## src/sv/mst_pkg.sv

```systemverilog
package mst_pkg;

    localparam int unsigned TRACKS_DEF = 16;

    typedef enum logic [3:0] {
        ST_IDLE    = 4'd0,
        ST_INIT    = 4'd1,
        ST_TAKEOFF = 4'd2,
        ST_SEARCH  = 4'd3,
        ST_ACQ     = 4'd4,
        ST_TRACK   = 4'd5,
        ST_LOST    = 4'd6,
        ST_RETURN  = 4'd7,
        ST_LANDED  = 4'd8,
        ST_ABORT   = 4'd9
    } t_mstate;

    localparam logic [2:0] MODE_START  = 3'd0;
    localparam logic [2:0] MODE_ABORT  = 3'd1;
    localparam logic [2:0] MODE_SELECT = 3'd2;
    localparam logic [2:0] MODE_DETECT = 3'd3;
    localparam logic [2:0] MODE_FRAME  = 3'd4;
    localparam logic [2:0] MODE_TICK   = 3'd5;

    localparam logic [2:0] REG_TAKEOFF = 3'd0;
    localparam logic [2:0] REG_CONF    = 3'd1;
    localparam logic [2:0] REG_CLASS   = 3'd2;
    localparam logic [2:0] REG_CONFIRM = 3'd3;
    localparam logic [2:0] REG_LOSS    = 3'd4;
    localparam logic [2:0] REG_TIMEOUT = 3'd5;
    localparam logic [2:0] REG_HOME    = 3'd6;

    typedef struct packed {
        logic [2:0]         mode;
        logic [15:0]        trk_id;
        logic [3:0]         class_id;
        logic [7:0]         confidence;
        logic [15:0]        altitude_dm;
        logic signed [31:0] pos_x;
        logic signed [31:0] pos_y;
    } t_in_item;

    typedef struct packed {
        logic [3:0] mission_state;
        logic       mission_active;
        logic       confirmed_present;
        logic       selected_valid;
        logic       table_full_drop;
    } t_out_item;

    typedef struct packed {
        logic [15:0] takeoff_height_dm;
        logic [7:0]  confidence_min;
        logic [15:0] class_mask;
        logic [7:0]  confirm_frames;
        logic [19:0] loss_ticks;
        logic [31:0] timeout_ticks;
        logic [31:0] home_radius_sq;
    } t_cfg;

endpackage

```

## src/sv/mst_sqmul.sv

```systemverilog
// Shared 32x32 unsigned multiplier, one product registered per cycle.
module mst_sqmul (
    input  logic        i_clk,
    input  logic [31:0] i_a,
    input  logic [31:0] i_b,
    output logic [63:0] o_p
);
    logic [63:0] r_p;
    always_ff @(posedge i_clk) begin
        r_p <= {32'd0, i_a} * {32'd0, i_b};
    end
    assign o_p = r_p;
endmodule

```

## src/sv/mission_sequencer_with_track_table.sv

```systemverilog
// Sequence from accept to result: a table walk, an apply step, a second walk for the
//   status flags, an output step. A tick while returning adds the steps SQ_X, SQ_Y,
//   SQ_ACC and HOME for two squares through the shared multiplier.
// Flow: one item at a time; the next is accepted in the cycle after the result is
//   registered, which waits while the receiver stalls.
// Reset (synchronous, active low): state idle, time and positions zero, table empty.
module mission_sequencer_with_track_table #(
    parameter int unsigned TRACKS = mst_pkg::TRACKS_DEF
) (
    input  logic                i_clk,
    input  logic                i_rst_n,
    input  logic                i_valid,
    output logic                o_stall,
    input  mst_pkg::t_in_item   i_item,
    output logic                o_valid,
    input  logic                i_stall,
    output mst_pkg::t_out_item  o_item,
    input  logic                i_cfg_valid,
    output logic                o_cfg_ready,
    input  logic [2:0]          i_cfg_index,
    input  logic [31:0]         i_cfg_data
);
    localparam int unsigned IW = (TRACKS > 1) ? $clog2(TRACKS) : 1;

    typedef enum logic [2:0] {
        S_IDLE, S_SCAN, S_APPLY, S_SQ_X, S_SQ_Y, S_SQ_ACC, S_HOME, S_OUT
    } t_seq;

    t_seq r_seq;
    mst_pkg::t_cfg r_cfg;
    mst_pkg::t_in_item r_in;
    mst_pkg::t_mstate r_st;
    logic [31:0] r_now, r_mstart, r_tstart;
    logic signed [31:0] r_hx, r_hy, r_cx, r_cy;
    logic [16:0] r_sel;
    logic [TRACKS-1:0] r_valid;
    logic [15:0] r_etrack [TRACKS];
    logic [7:0]  r_eframes [TRACKS];
    logic [31:0] r_eseen [TRACKS];
    logic [IW-1:0] r_idx;
    // second walk after the update only gathers status flags
    logic r_post;
    // scan results
    logic r_hit, r_free_found, r_conf, r_selv, r_selfound;
    logic [IW-1:0] r_hit_idx, r_free_idx;
    logic r_drop;
    logic [63:0] r_sx;
    logic [31:0] r_ma, r_mb;
    logic [63:0] w_prod;
    logic r_ovalid;
    mst_pkg::t_out_item r_out;

    mst_sqmul u_mul (.i_clk(i_clk), .i_a(r_ma), .i_b(r_mb), .o_p(w_prod));

    assign o_stall = !i_rst_n || (r_seq != S_IDLE);
    assign o_valid = r_ovalid;
    assign o_item = r_out;
    assign o_cfg_ready = 1'b1;

    logic [IW-1:0] w_i;
    logic [31:0] w_age;
    logic [20:0] w_lim;
    logic w_vld, w_stale, w_cls_ok;
    logic [32:0] w_dx, w_dy;
    logic [31:0] w_ax, w_ay;
    logic [64:0] w_sum;
    logic w_out_go, w_home_chk;
    assign w_i = r_idx;
    assign w_age = r_now - r_eseen[w_i];
    assign w_lim = {r_cfg.loss_ticks, 1'b0};
    assign w_vld = r_valid[w_i];
    // on frame end, stale entries are dropped before all other checks
    assign w_stale = w_vld && !r_post && (r_in.mode == mst_pkg::MODE_FRAME)
                     && ({1'b0, w_age} > {12'd0, w_lim});
    assign w_cls_ok = r_cfg.class_mask[r_in.class_id]
                      && (r_in.confidence >= r_cfg.confidence_min);
    assign w_dx = {r_cx[31], r_cx} - {r_hx[31], r_hx};
    assign w_dy = {r_cy[31], r_cy} - {r_hy[31], r_hy};
    assign w_ax = w_dx[32] ? 32'(-w_dx) : w_dx[31:0];
    assign w_ay = w_dy[32] ? 32'(-w_dy) : w_dy[31:0];
    assign w_sum = {1'b0, r_sx} + {1'b0, w_prod};
    assign w_out_go = (r_seq == S_OUT) && (!r_ovalid || !i_stall);
    assign w_home_chk = (r_in.mode == mst_pkg::MODE_TICK) && (r_st == mst_pkg::ST_RETURN);

    always_ff @(posedge i_clk) begin
        if (!i_rst_n) begin
            r_cfg <= '{takeoff_height_dm: 16'd500, confidence_min: 8'd179,
                       class_mask: 16'd3, confirm_frames: 8'd3,
                       loss_ticks: 20'd100, timeout_ticks: 32'd18000,
                       home_radius_sq: 32'd100};
        end else if (i_cfg_valid) begin
            unique case (i_cfg_index)
                mst_pkg::REG_TAKEOFF: r_cfg.takeoff_height_dm <= i_cfg_data[15:0];
                mst_pkg::REG_CONF:    r_cfg.confidence_min <= i_cfg_data[7:0];
                mst_pkg::REG_CLASS:   r_cfg.class_mask <= i_cfg_data[15:0];
                mst_pkg::REG_CONFIRM: r_cfg.confirm_frames <= i_cfg_data[7:0];
                mst_pkg::REG_LOSS:    r_cfg.loss_ticks <= i_cfg_data[19:0];
                mst_pkg::REG_TIMEOUT: r_cfg.timeout_ticks <= i_cfg_data;
                mst_pkg::REG_HOME:    r_cfg.home_radius_sq <= i_cfg_data;
                default: ;
            endcase
        end
    end

    // leaving tracking clears the selection
    function automatic logic [16:0] sel_after(input mst_pkg::t_mstate cur,
                                              input mst_pkg::t_mstate nxt,
                                              input logic [16:0] sel);
        return (cur == mst_pkg::ST_TRACK && nxt != mst_pkg::ST_TRACK) ? 17'd0 : sel;
    endfunction

    always_ff @(posedge i_clk) begin
        if (!i_rst_n) begin
            r_seq <= S_IDLE;
            r_st <= mst_pkg::ST_IDLE;
            r_now <= '0; r_mstart <= '0; r_tstart <= '0;
            r_hx <= '0; r_hy <= '0; r_cx <= '0; r_cy <= '0;
            r_sel <= '0;
            r_valid <= '0;
            r_ovalid <= 1'b0;
        end else begin
            if (w_out_go) r_ovalid <= 1'b1;
            else if (!i_stall) r_ovalid <= 1'b0;
            unique case (r_seq)
                S_IDLE: begin
                    if (i_valid) begin
                        r_in <= i_item;
                        r_idx <= '0;
                        r_post <= 1'b0;
                        r_hit <= 1'b0; r_free_found <= 1'b0; r_conf <= 1'b0;
                        r_selv <= 1'b0; r_selfound <= 1'b0; r_drop <= 1'b0;
                        r_hit_idx <= '0; r_free_idx <= '0;
                        r_seq <= S_SCAN;
                    end
                end
                S_SCAN: begin
                    // walk one entry per cycle: lookup, free slot, stale sweep
                    if (w_stale) begin
                        r_valid[w_i] <= 1'b0;
                    end else if (w_vld) begin
                        if (r_etrack[w_i] == r_in.trk_id && !r_hit) begin
                            r_hit <= 1'b1; r_hit_idx <= w_i;
                        end
                        if (r_eframes[w_i] >= r_cfg.confirm_frames) r_conf <= 1'b1;
                        if (r_sel[16] && r_etrack[w_i] == r_sel[15:0]
                            && !r_selfound) begin
                            r_selfound <= 1'b1;
                            r_selv <= (w_age < {12'd0, r_cfg.loss_ticks});
                        end
                    end
                    if (!w_vld && !r_free_found) begin
                        r_free_found <= 1'b1; r_free_idx <= w_i;
                    end
                    if (r_idx == IW'(TRACKS - 1)) r_seq <= r_post ? S_OUT : S_APPLY;
                    else r_idx <= r_idx + IW'(1);
                end
                S_APPLY: begin
                    r_seq <= w_home_chk ? S_SQ_X : S_SCAN;
                    r_idx <= '0; r_post <= 1'b1;
                    r_conf <= 1'b0; r_selv <= 1'b0; r_selfound <= 1'b0;
                    unique case (r_in.mode)
                        mst_pkg::MODE_START: begin
                            r_hx <= r_in.pos_x; r_hy <= r_in.pos_y;
                            r_cx <= r_in.pos_x; r_cy <= r_in.pos_y;
                            r_sel <= sel_after(r_st, mst_pkg::ST_INIT, r_sel);
                            r_st <= mst_pkg::ST_INIT;
                            r_mstart <= r_now;
                        end
                        mst_pkg::MODE_ABORT: begin
                            r_sel <= sel_after(r_st, mst_pkg::ST_ABORT, r_sel);
                            r_st <= mst_pkg::ST_ABORT;
                        end
                        mst_pkg::MODE_SELECT: begin
                            if (r_hit) begin
                                r_sel <= {1'b1, r_in.trk_id};
                                if (r_st == mst_pkg::ST_ACQ) begin
                                    r_st <= mst_pkg::ST_TRACK;
                                    r_tstart <= r_now;
                                end
                            end
                        end
                        mst_pkg::MODE_DETECT: begin
                            if (w_cls_ok) begin
                                if (r_hit) begin
                                    if (r_eframes[r_hit_idx] != 8'hFF)
                                        r_eframes[r_hit_idx] <= r_eframes[r_hit_idx] + 8'd1;
                                    r_eseen[r_hit_idx] <= r_now;
                                end else if (r_free_found) begin
                                    r_valid[r_free_idx] <= 1'b1;
                                    r_etrack[r_free_idx] <= r_in.trk_id;
                                    r_eframes[r_free_idx] <= 8'd1;
                                    r_eseen[r_free_idx] <= r_now;
                                end else begin
                                    r_drop <= 1'b1;
                                end
                            end
                        end
                        mst_pkg::MODE_FRAME: begin
                            priority if (r_st == mst_pkg::ST_SEARCH) begin
                                if (r_conf) r_st <= mst_pkg::ST_ACQ;
                            end else if (r_st == mst_pkg::ST_TRACK) begin
                                if (!r_selv) begin
                                    r_st <= mst_pkg::ST_LOST; r_sel <= '0;
                                end
                            end else if (r_st == mst_pkg::ST_LOST) begin
                                if (r_selv) r_st <= mst_pkg::ST_TRACK;
                                else if ({1'b0, r_now - r_tstart} > {12'd0, w_lim})
                                    r_st <= mst_pkg::ST_RETURN;
                            end else begin
                            end
                        end
                        mst_pkg::MODE_TICK: begin
                            r_now <= r_now + 32'd1;
                            r_cx <= r_in.pos_x; r_cy <= r_in.pos_y;
                            priority if (r_st == mst_pkg::ST_INIT) begin
                                r_st <= mst_pkg::ST_TAKEOFF;
                            end else if (r_st == mst_pkg::ST_TAKEOFF) begin
                                if (({1'b0, r_in.altitude_dm, 3'd0}
                                     + {3'd0, r_in.altitude_dm, 1'b0})
                                    >= ({1'b0, r_cfg.takeoff_height_dm, 3'd0}
                                        + {4'd0, r_cfg.takeoff_height_dm}))
                                    r_st <= mst_pkg::ST_SEARCH;
                            end else if (r_st == mst_pkg::ST_SEARCH
                                         || r_st == mst_pkg::ST_TRACK) begin
                                if (r_now + 32'd1 - r_mstart > r_cfg.timeout_ticks) begin
                                    r_sel <= sel_after(r_st, mst_pkg::ST_RETURN, r_sel);
                                    r_st <= mst_pkg::ST_RETURN;
                                end
                            end else begin
                            end
                        end
                        default: ;
                    endcase
                end
                S_SQ_X: begin
                    r_seq <= S_SQ_Y;
                end
                S_SQ_Y: begin
                    r_seq <= S_SQ_ACC;
                end
                S_SQ_ACC: begin
                    r_sx <= w_prod;
                    r_seq <= S_HOME;
                end
                S_HOME: begin
                    if (!w_sum[64] && w_sum[63:0] < {32'd0, r_cfg.home_radius_sq})
                        r_st <= mst_pkg::ST_LANDED;
                    r_seq <= S_SCAN;
                end
                S_OUT: begin
                    if (w_out_go) r_seq <= S_IDLE;
                end
                default: r_seq <= S_IDLE;
            endcase
        end
    end

    // multiplier operand select: |dx| then |dy|
    always_ff @(posedge i_clk) begin
        r_ma <= (r_seq == S_SQ_Y) ? w_ay : w_ax;
        r_mb <= (r_seq == S_SQ_Y) ? w_ay : w_ax;
    end

    always_ff @(posedge i_clk) begin
        if (w_out_go) begin
            r_out.mission_state <= r_st;
            r_out.mission_active <= !(r_st == mst_pkg::ST_IDLE
                                      || r_st == mst_pkg::ST_LANDED
                                      || r_st == mst_pkg::ST_ABORT);
            r_out.confirmed_present <= r_conf;
            r_out.selected_valid <= r_selv;
            r_out.table_full_drop <= r_drop;
        end
    end
endmodule

```

## config.mk

```make
export PLATFORM = sky130hd
export DESIGN_NAME = mission_sequencer_with_track_table
export DESIGN_NICKNAME = d
export VERILOG_FILES = /design/src/sv/mst_pkg.sv /design/src/sv/mst_sqmul.sv /design/src/sv/mission_sequencer_with_track_table.sv
export SDC_FILE = /design/constraint.sdc
export NUM_CORES = 2
export LEC_CHECK = 0
export BUFFER_PORTS_ARGS = -buffer_cell sky130_fd_sc_hd__buf_2
export CAP_MARGIN = 5
export CELL_PAD_IN_SITES_DETAIL_PLACEMENT = 2
export CELL_PAD_IN_SITES_GLOBAL_PLACEMENT = 2
export CORE_MARGIN = 4
export CORE_UTILIZATION = 44
export DETAILED_ROUTE_END_ITERATION = 10
export GPL_TIMING_DRIVEN = 0
export PLACE_DENSITY_LB_ADDON = 0.2
export SKIP_LAST_GASP = 1
export SLEW_MARGIN = 20
export SYNTH_ARGS = -nofsm -noshare
export SYNTH_HDL_FRONTEND = slang
export SYNTH_HIERARCHICAL = 1
export SYNTH_SLANG_ARGS = --single-unit
```

## constraint.sdc

```tcl
create_clock -name i_clk -period 10.3 [get_ports i_clk]
set_input_delay 1.03 -clock i_clk [delete_from_list [all_inputs] [get_ports i_clk]]
set_output_delay 1.03 -clock i_clk [all_outputs]
set_load 0.01 [all_outputs]
```

---- Yosys cells after proc, flatten, opt, wreduce, memory -nomap -nowiden ----
Memories as Yosys holds them, arrays and structs flattened. A register that Yosys moved wholly into a read port is not among the register bits.
Cells that the tools add are included.
cells by class
  add/sub/neg operators ................... 13
  multipliers ............................. 1
  magnitude comparators ................... 13
  equal/unequal tests ..................... 67
  muxes and demuxes ....................... 116
  bitwise gates (word level) .............. 3
  reductions and logical operators ........ 67
operators by type and width
  cell                     number
  $mux W17                 9
  $mux W32                 4
  $mux W4                  27
  $sub A32 B32 Y32         3
  $mux W16                 5
  $pmux W17 S4             1
  $sub A32 B32 Y33         2
  $add A64 B64 Y65         1
  $gt A32 B21 Y1           2
  $lt A64 B32 Y1           1
  $mul A32 B32 Y64         1
  $neg A32 Y32             2
  $mux W1                  46
  $ne A2 B2 Y1 const B     21
  $add A32 B1 Y32 const B  1
  $eq A16 B16 Y1           2
  $gt A32 B32 Y1           1
  $lt A32 B20 Y1           1
  $pmux W16 S2             1
  $reduce_or A32 Y1        1
  $eq A3 B3 Y1 const B     9
  $ne A5 B5 Y1 const B     5
  $pmux W3 S8              1
  $pmux W4 S2              3
  other kinds (49)         130
word-level totals
  register bits ........................... 695
  memory bits (writable) .................. 896
  input port bits ......................... 151
  output and inout bits ................... 11
  logic and storage cells ................. 327
  memories ................................ 3
memory list
  name       words  width  read ports  clocked after memory_dff  wr ports  line                                      RTL
  r_eseen    16     32     1           1                         1         mission_sequencer_with_track_table.sv:39  logic [31:0] r_eseen [TRACKS];
  r_etrack   16     16     1           1                         1         mission_sequencer_with_track_table.sv:37  logic [15:0] r_etrack [TRACKS];
  r_eframes  16     8      2           2                         1         mission_sequencer_with_track_table.sv:38  logic [7:0] r_eframes [TRACKS];

---- Longest topological paths before layout ----
  depth after elaboration ................. 10
  depth in mapped cells ................... 35
  gate-level depth less buffers ........... 33

---- By module ----
Netlist, hierarchy kept.
by module, submodules not included
  module                              instances  cells each  area each (µm²)  seq. area each (µm²)
  mission_sequencer_with_track_table  1          6388        76408.3          41720.0
  mst_sqmul                           1          3732        34484.3          1281.2

---- Worst setup path after synthesis ----
OpenSTA, ideal clock, no wires.
  path kind ............................... flip-flop to flip-flop
  start point ............................. register (tool-made name)
  end point ............................... register r_hit, enable pin
  library setup time ...................... 0.333 ns
  arrival ................................. 8.131 ns
  required time ........................... 9.967 ns
  setup slack ............................. 1.835 ns
  cell stages (with the launch flop) ...... 32
  path buffers ............................ 5
  period minus slack after synthesis ...... 8.465 ns
  cell sequence ........................... dfxtp_1 clkbuf_1 clkbuf_1 buf_2 clkbuf_1 buf_1 mux4_2 mux4_2 inv_1 ha_1 nor2b_1 o21ai_0 a21oi_1 o21ai_0 nor2b_1 o21a_1 o21ai_0 a211oi_1 ha_1 a21o_1 a21o_1 a21o_1 a21o_1 a21o_1 a21o_1 a221o_1 a221oi_1 o21ai_0 or4_1 a211oi_1 nor2_1 inv_1
RTL lines
  element               line                                       RTL
  to (signal assigned)  mission_sequencer_with_track_table.sv:130  r_hit <= 1'b0; r_free_found <= 1'b0; r_conf <= 1'b0;
  to (signal assigned)  mission_sequencer_with_track_table.sv:142  r_hit <= 1'b1; r_hit_idx <= w_i;
  to (decl)             mission_sequencer_with_track_table.sv:44   logic r_hit, r_free_found, r_conf, r_selv, r_selfound;

==> impl_metrics.toml <==
[synthesis]
synth_nets = 11851
syn_inst = 10120
syn_avg_cell_area_sq_um = 11.0
synth_top_area_share_pct = 29.7
synth_edf_count = 1098
seq_area_frac_synth_pct = 38.8
yosysMostFrequentCell = "nand2_1"
synth_top_flop_cell = "edfxtp_1"
yosys.area.top_type = "edfxtp_1"
async_reset_ff_share_pct = 0
synth_warnings = 6
synth.top_cells.by_count = "1383 x nand2_1, 1222 x inv_1, 1098 x edfxtp_1, 904 x fa_1, 676 x ha_1"
ys_types = 110
synth_area_sq_um = 111000
netlist_top_cells_area = "edfxtp_1 30%, fa_1 16%, dfxtp_1 9.0%"
ys_seq_elements = 1599

[route]
via_per_inst = 6.30
post_drt_wl_per_cell_um = 35.6
drtIter0Drc = 9622
dr.pass1.iters = 6
drc_errors = 0
ant_nets = 0
drt-total-wl_um = 499000
vias = 88315

[clock_tree]
hold_buffers = 0
post-cts-setup-buffer-count = 0
cts_buffers = 173
clk_latency_ns = 0.93
clock-sinks = 1599
htreeDepth = 4
clkTransAtPathRegs_ns = 0.07
ctsRootBufferMaster = "clkbuf_16"
clock_path_buffers = 3
cts_tree = "built"

[min_path]
hp-class = "input port to flop"
min_path_cells = 1

[cells_and_area]
fin_nets = 12214
area_growth_syn_to_layout_pct = 11.2
layout-drive-gt1-share_pct = 9.68

[critical_path]
end_kind = "flop"
cpPeakStageDelay_ns = 0.71
slowest_stage = "or4_1"
r2r_cells = 27
path_depth = 27
cp_num_buf_inv = 4
crit_required_ns = 10.98
r2r_end = "r_valid[13]"
rrSetupSlack_ns = -0.06
endpoint = "r_valid[13]"
cp_common_cell = "o21ai_0"
critPathMaxFanout = 17
cp.arrival_ns = 11.05
worstSetupPathType = "flop to flop"
cp_top_family = "compound AO/OA/AOI/OAI gates"
start_kind = "flop"

[floorplan]
core-area_sq_um = 251000
start_util_pct = 44.2
ios = 162
die_y_um = 510
die_w_um = 510
placementRows = 184
die_area_sq_um = 260000

[placed_design]
hpwlAfterDp_um = 352000
io_buffers = 157
finalWeightedCongestion = 0.988

[timing]
worst_slack_ns = -0.0646
fin_crit_ns = 10.36
slew_viol_final = 0
hold_ws_ns = 0.296
max_freq_ghz = 0.0965
rsz0062_at_grt = "yes"
skew_ns = 0.124
finalSetupViolations = 6
slew_headroom_pct = 5.03
post-route-period-util_pct = 101
hold_viol = 0
tightest_slew_ns = 1.41

[grt]
grt_usage_pct = 37.8
grt_antenna_before_repair = 68
grt_first_pass_wirelength_um = 711000
grt_max_degree = 48
grt_use_met2_pct = 59.5
grt_overflow = 0
met1_usage_pct = 47.0
grt_pass1_vias = 97071
met3_usage_pct = 9.11
grt_busiest_layer = "met2"

[run_status]
failed_checks = "setup timing"
status = "finished with violations"

[flow_run]
cap_violations = 0
[worst min path at each step]
| stage | from | end | slack (ns) |
|---|---|---|---|
| 2_1_floorplan | r_drop | o_item[0] | 0.40 |
| 3_3_place_gp | r_drop | o_item[0] | 0.41 |
| 3_5_place_dp | r_st[1] | o_item[5] | 0.43 |
| 4_1_cts | i_item[101] | r_in[101] | 0.24 |
| 5_1_grt | i_item[104] | r_in[104] | 0.26 |
| 6_report | i_item[101] | r_in[101] | 0.30 |
[flip-flops by register name, summed over array words and instances, names as in the netlist, 17 cells and up, named ones only]
register / count
r_hx: 32
r_cfg: 132
r_in: 111
r_etrack: 256
r_sel: 17
u_mul/o_p: 64
r_hy: 32
r_eframes: 128
r_cy: 32
r_tstart: 32
r_now: 32
r_sx: 64
r_eseen: 512
r_cx: 32
r_mb: 32
r_mstart: 32
[worst reg2reg max path, stage by stage (launching register included)]
cell	delay (ns)
dfxtp_4	0.65
clkbuf_2	0.56
clkbuf_2	0.51
clkbuf_2	0.56
mux4_2	0.34
mux4_2	0.39
ha_1	0.30
inv_1	0.09
fa_1	0.47
a21o_1	0.21
a21oi_1	0.37
o21ai_0	0.30
a211oi_1	0.45
o21bai_1	0.30
a311oi_2	0.64
o21ai_0	0.27
xnor2_1	0.42
ha_1	0.35
nor2b_1	0.15
o21ai_0	0.24
nand2b_1	0.11
a221oi_1	0.38
o21ai_0	0.16
or4_1	0.71
nand2_1	0.43
nor2_1	0.13
and3_1	0.28
a211oi_1	0.43
[per-layer routing]
| layer | routed length [um] | vias to the layer above | part of all wire (%) |
|---|---|---|---|
| li1 | - | 35138 | - |
| met1 | 187000 | 45891 | 38 |
| met2 | 227000 | 5452 | 46 |
| met3 | 46100 | 1820 | 9.2 |
| met4 | 37900 | 14 | 7.6 |
| met5 | 106 | - | 0.021 |
[logic make-up (layout without fill, tap and decap cells)]
kind of cell / Yosys count / count (layout) / share of synthesized area, %
buffers and inverters: 1715 / 2228 / 5.91
AO/OA/AOI/OAI: 1548 / 1548 / 8.76
adder cells (fa/ha/maj): 1580 / 1580 / 23.9
other: 1 / 43 / 0.00338
flip-flops: 1599 / 1599 / 38.8
XOR/XNOR: 411 / 411 / 3.25
AND/OR/NAND/NOR: 2914 / 2914 / 12.4
multiplexers: 352 / 352 / 6.91
[timing repair]
action,CTS,global route
resized for setup,38,10
setup endpoints to repair,29,28
hold endpoints to repair,0,0
cloned,0,0
[cell usage in the layout (no fill, tap or decap), types with 237 or more instances in the layout]
cell type,instances
a21oi_1,644
and2_1,606
clkbuf_1,407
dfxtp_1,492
edfxtp_1,1098
fa_1,904
ha_1,676
inv_1,1222
mux4_2,330
nand2_1,1383
nor2_1,301
o21ai_0,237
xnor2_1,243
[stage by stage]
| stage | cell area [sq um] | TNS [ns] | worst slack [ns] | util [%] | std cells |
|---|---|---|---|---|---|
| floorplan | 111000 | 0 | 1.84 | - | 10120 |
| global placement | 116000 | -55.56 | -1.37 | 46.1 | 13625 |
| detailed placement | 117000 | -33.04 | -1.55 | 46.6 | 13662 |
| CTS | 123000 | 0 | 0.0433 | 49.0 | 13983 |
| global route | 123000 | -0.123 | -0.0776 | 49.0 | 13991 |
| finish | 123000 | -0.112 | -0.0646 | 49.1 | 14023 |
[layout make-up]
type / instances / area [sq um]
antenna: 42 / 105
buffer: 485 / 2060
clock buffer: 222 / 4670
clock inverter: 103 / 1350
fill: 25122 / 128000
inverter: 1224 / 4590
multi-input combinational: 6806 / 61700
sequential: 1599 / 43000
tap: 3348 / 4190
timing repair buffer: 194 / 1600
Power is not shown: default switching activity piles up to over one toggle a cycle in this logic, so the estimate is an artifact.
